[config.mk]
export PLATFORM = sky130hd
export DESIGN_NAME = txcon_ctrl
export DESIGN_NICKNAME = d
export VERILOG_FILES = /design/src/rtl/txcon_pkg.sv /design/src/rtl/txcon_ctrl.sv
export SDC_FILE = /design/constraint.sdc
export NUM_CORES = 1
export LEC_CHECK = 0
export BUFFER_PORTS_ARGS = -buffer_cell sky130_fd_sc_hd__buf_2
export CAP_MARGIN = 40
export CORE_AREA = 5 5 42 44
export CTS_CLUSTER_SIZE = 8
export DETAILED_ROUTE_END_ITERATION = 8
export DIE_AREA = 0 0 47 49
export PLACE_DENSITY_LB_ADDON = 0.3
export SYNTH_ARGS = -nofsm -noshare
export SYNTH_HDL_FRONTEND = slang
export SYNTH_SLANG_ARGS = --single-unit
[constraint.sdc]
create_clock -name i_clk -period 1.4 [get_ports i_clk]
set_input_delay 0.07 -clock i_clk [delete_from_list [all_inputs] [get_ports i_clk]]
set_output_delay 0.07 -clock i_clk [all_outputs]
set_load 0.02 [all_outputs]
[src/rtl/txcon_pkg.sv]
// Shared types and constants for the text console writer.
package txcon_pkg;

    localparam int ACT_W  = 2;
    localparam int CHAR_W = 8;
    localparam int ATTR_W = 8;
    localparam int IDX_W  = 11;
    localparam int CUR_W  = 11;
    localparam int DATA_W = 16;

    localparam logic [ACT_W-1:0] ACT_PUT   = 2'd0;
    localparam logic [ACT_W-1:0] ACT_CLEAR = 2'd1;
    localparam logic [ACT_W-1:0] ACT_READ  = 2'd2;

    localparam logic [CHAR_W-1:0] NEWLINE_CHAR = 8'd10;
    localparam logic [DATA_W-1:0] BLANK_CELL   = 16'h0F00;

    // controller -> datapath
    typedef struct packed {
        logic accept;
        logic clear_step;
        logic scroll_step;
        logic fill_step;
        logic post;
    } t_dp_cmd;

    // datapath -> controller
    typedef struct packed {
        logic go_clear;
        logic go_scroll;
        logic sweep_last;
        logic scroll_last;
        logic out_free;
    } t_dp_status;

endpackage

[src/rtl/txcon_ctrl.sv]
// Sequencing state machine: accept, clear sweep, scroll copy, bottom fill, result post.
module txcon_ctrl import txcon_pkg::*; (
    input  logic       i_clk,
    input  logic       i_rst_n,
    input  logic       i_in_valid,
    output logic       o_in_ready,
    input  t_dp_status i_st,
    output t_dp_cmd    o_cmd
);
    typedef enum logic [4:0] {
        ST_IDLE   = 5'b00001,
        ST_CLEAR  = 5'b00010,
        ST_SCROLL = 5'b00100,
        ST_FILL   = 5'b01000,
        ST_POST   = 5'b10000
    } t_state;

    t_state r_state, n_state;
    logic   r_post_after, n_post_after;

    always_comb begin
        n_state      = r_state;
        n_post_after = r_post_after;
        o_cmd        = '0;
        o_in_ready   = (r_state == ST_IDLE);
        unique case (r_state)
            ST_IDLE: begin
                if (i_in_valid) begin
                    o_cmd.accept = 1'b1;
                    if (i_st.go_clear) begin
                        n_state      = ST_CLEAR;
                        n_post_after = 1'b1;
                    end else if (i_st.go_scroll) begin
                        n_state = ST_SCROLL;
                    end else begin
                        n_state = ST_POST;
                    end
                end
            end
            ST_CLEAR: begin
                o_cmd.clear_step = 1'b1;
                // the sweep after reset has no item to answer
                if (i_st.sweep_last) begin
                    n_state = r_post_after ? ST_POST : ST_IDLE;
                end
            end
            ST_SCROLL: begin
                o_cmd.scroll_step = 1'b1;
                if (i_st.scroll_last) begin
                    n_state = ST_FILL;
                end
            end
            ST_FILL: begin
                o_cmd.fill_step = 1'b1;
                if (i_st.sweep_last) begin
                    n_state = ST_POST;
                end
            end
            ST_POST: begin
                if (i_st.out_free) begin
                    o_cmd.post = 1'b1;
                    n_state    = ST_IDLE;
                end
            end
            default: begin
                n_state = ST_IDLE;
            end
        endcase
    end

    always_ff @(posedge i_clk) begin
        if (!i_rst_n) begin
            r_state      <= ST_CLEAR;
            r_post_after <= 1'b0;
        end else begin
            r_state      <= n_state;
            r_post_after <= n_post_after;
        end
    end
endmodule

==> results.md <==
Floorplan:
- 14 I/O pins were placed.
- The overall die width is 47 um.
- The effective utilization at floorplan is between 20% and 30%.
- The core footprint is 1401 um^2.
- The floorplan has 14 rows.
- The die covers between 2000 and 2500 um^2.
- The floorplan step set the die height to 49 um.

Cells and area:
- The number of fillers in the final layout is 121.
- The number of antenna diodes in the final layout is 0.
- The final cell area excluding filler cells is 855.8 um^2.
- The share of final-layout standard cells stronger than drive strength 1 is between 70% and 80%.
- Compared with the post-synthesis result, the final layout area differs by 110.5%.
- Across the whole layout, storage elements account for 126.4 um^2.
- The footprint of the multi-input gates is 329.1 um^2.
- The net count of the finished layout is 97.

Drt:
- The number of iterations in the first detailed-routing pass is 4.
- After detailed routing, the number of remaining DRC violations is 0.
- The count of vias placed by the detailed router is 508.
- The post-route antenna net violation count is 0.
- For this block, the initial DRC count from the detailed router was 7.
- The routed wire length is 1.372 mm.
- The via density per instance is 4.932.
- The final routed wire length divided by cell count is approximately 13 um.

Synth:
- The total number of yosys warnings is 0.
- Dividing the synthesized area by the synthesized cell count gives ~9.5 um^2.
- The distinct cell type count after synthesis is 30.
- Sequential elements use 29.54% of the synthesized area.
- The total nets after synthesis is between 50 and 60.
- The share of async-settable or async-resettable flops after synthesis is 0%.
- The number of enable flip-flop cells after synthesis is 0.
- The synthesis-stage register bit count is 6.
- In this run the cell area of the synthesized design comes to 406.6 um^2.
- The most instantiated flip-flop cell in the synthesis netlist is sky130_fd_sc_hd__dfxtp_1.
- The cell count after synthesis is 43.

Critical path:
- The category of the worst setup path launch point is a flop.
- The critical path is of the flop to output port type.
- The kind of capture point of the worst setup path is an output port.
- At the worst endpoint, the arrival time is 1600 ps.
- The worst-path maximum fanout is 4.
- The logic depth of the worst register-to-register path is 6.
- The worst register-to-register path begins at r_state[3].
- The destination of the worst register-to-register timing path is r_state[4].
- The setup slack of the worst register-to-register path is -260 ps.
- STA puts the critical path data required time at 1330 ps.

Clock network:
- The number of clock sinks is 6.
- The number of buffers on the longest clock path is 2.
- The CTS tree is done.
- CTS built an H-tree with a depth of 1.
- Clock-pin slew was measured on the worst setup and hold paths at 50 ps.
- The tree is rooted in a sky130_fd_sc_hd__clkbuf_4.
- The total CTS buffers is 3.
- The clock latency on the worst-skew pair is 250 ps.

Timing:
- The count of pins over their slew limit is 0.
- The final setup violation count is 11.
- At the pin with the least slew margin, the transition time is roughly 260 ps.
- The worst-case clock skew is 1.652 ps.
- The number of failing hold endpoints at the final stage is 0.
- The fmax is 598.4 MHz.
- Final hold analysis gives a worst-case slack of 54.77 ps.
- The setup slack after layout is -271.1 ps.
- The worst slew margin relative to its limit is 82.39%.
- Setup repair after global routing could not meet its margin everywhere.
- The share of the clock period used by the worst path is 119.4%.
- After layout, the minimum clock period comes to between 1500 and 2000 ps.

GRT:
- The initial antenna violation count was 0.
- The via count of the first global-routing pass came to 544.
- Across every metal layer, demand over resource in global routing totals about 14%.
- The first global-routing pass estimated ~2.3 mm of wire.
- The largest net degree at the start of global routing is 8.
- The leftover overflow at the end of global routing is 0.

Placed design:
- The post-placement worst setup slack is -164.5 ps.
- The placed instance area is 640.6 um^2.
- The last weighted congestion value of the routability-driven placer is between 0.7 and 0.8.
- The post-DP HPWL is ~900 um.
- The count of buffers added on input and output ports is 13.

Power:
- The power per standard cell area is 782.2 nW/um^2.
- The maximum resistive drop on vdd is 0.0003873 V.
- In this run the static leakage power is around 0.00041 uW.

Hold path:
- The worst hold path belongs to the class input pin to flop.
- Counting instances, the worst hold path has a depth of 2.
- The end point of the most critical hold path is r_state[1].
- The worst hold path begins at i_rst_n.

Run status:
- The final reports fail on negative setup slack.
- The flow ran to the end, but the final reports show violations.

Job:
- The tool flagged a number of max-cap violations equal to 0.
power breakdown:
| group | switching (uW) | internal, uW |
|---|---|---|
| clock network | 70.5 | 97.5 |
| logic | 122 | 186 |
| registers | 9.88 | 184 |
sequential cells by signal (all words and copies together), names as in the netlist:
| register | flops |
|---|---|
| r_state | 5 |
| r_post_after | 1 |
Yosys cell counts (all sizes together) (2+ instances only):
| cell | n | area (um^2) |
|---|---|---|
| nor4 | 3 | 18.77 |
| dfxtp | 6 | 120.1 |
| nor2 | 4 | 15.01 |
| or3 | 2 | 17.52 |
| a21boi | 2 | 15.02 |
| buf | 2 | 18.77 |
| nand2 | 2 | 7.510 |
| or3b | 3 | 26.28 |
| nand3 | 2 | 10.01 |
through the flow:
| step | total power (uW) | instances | utilization [%] | setup TNS [ps] |
|---|---|---|---|---|
| global placement | 410.9 | 88 | 45.71 | -718.5 |
| detailed placement | 414.1 | 88 | 45.71 | -751.2 |
| CTS | 662.8 | 103 | 59.11 | -1862 |
| global route | 712.2 | 103 | 61.07 | -2451 |
| floorplan | 317.8 | 43 | - | -344.8 |
| finish | 669.4 | 103 | 61.07 | -1823 |
how the worst max path moves through the flow:
| stage | start | endpoint | slack (ps) | cells past startpoint |
|---|---|---|---|---|
| floorplan | r_state[2] | r_state[4] | -150 | 4 |
| detailed placement | r_state[2] | r_state[4] | -160 | 4 |
| global placement | r_state[3] | r_state[4] | -160 | 5 |
| CTS | r_state[3] | o_cmd[4] | -280 | 6 |
| finish | r_state[3] | o_cmd[4] | -270 | 6 |
| global route | r_state[3] | o_cmd[4] | -320 | 6 |
what timing repair did:
item / CTS / global route
endpoints found under the hold margin: 0 / 0
setup endpoints to repair: 12 / 12
hold buffers: 0 / 0
resized for setup: 24 / 7
setup buffers: 12 / 0
pin swaps: 11 / 6
layout by cell type, fill, tap and decap left out, drive strengths merged, types with 2 or more instances in the layout:
cell	count
a21boi	2
buf	43
clkbuf	3
dfxtp	6
nand2	2
nand3	2
nor2	4
nor4	3
or3	2
or3b	3
critical path, stage by stage, from the launching register on:
cell and delay [ps]:
sky130_fd_sc_hd__dfxtp_2 330, sky130_fd_sc_hd__buf_6 110, sky130_fd_sc_hd__or3b_4 400, sky130_fd_sc_hd__buf_6 130, sky130_fd_sc_hd__nor2_4 110, sky130_fd_sc_hd__and2_4 160, sky130_fd_sc_hd__buf_6 110
cells by family after synthesis:
family | after synthesis | synth area share (%)
xor+xnor | 1 | 2.154
simple gates | 25 | 44.62
compound gates | 7 | 15.69
flops | 6 | 29.54
mux | 1 | 2.462
buf+inv | 3 | 5.538
layout make-up:
| type | instances | share of cell area [%] |
|---|---|---|
| clock buffers | 3 | 2.632 |
| inverters | 1 | 0.4386 |
| multi-input cells | 34 | 38.45 |
| flip-flops and latches | 6 | 14.77 |
| well taps | 16 | 2.339 |
| repair buffers | 43 | 41.37 |
metal layers:
layer	vias up	global-route usage [%]	share of wire, %
met4	0	8.295	2.1
li1	254	-	-
met5	-	0	0
met3	3	2.214	2.0
met2	8	21.95	52
met1	243	17.22	44
Note: power is estimated with default switching activity, not from simulation.
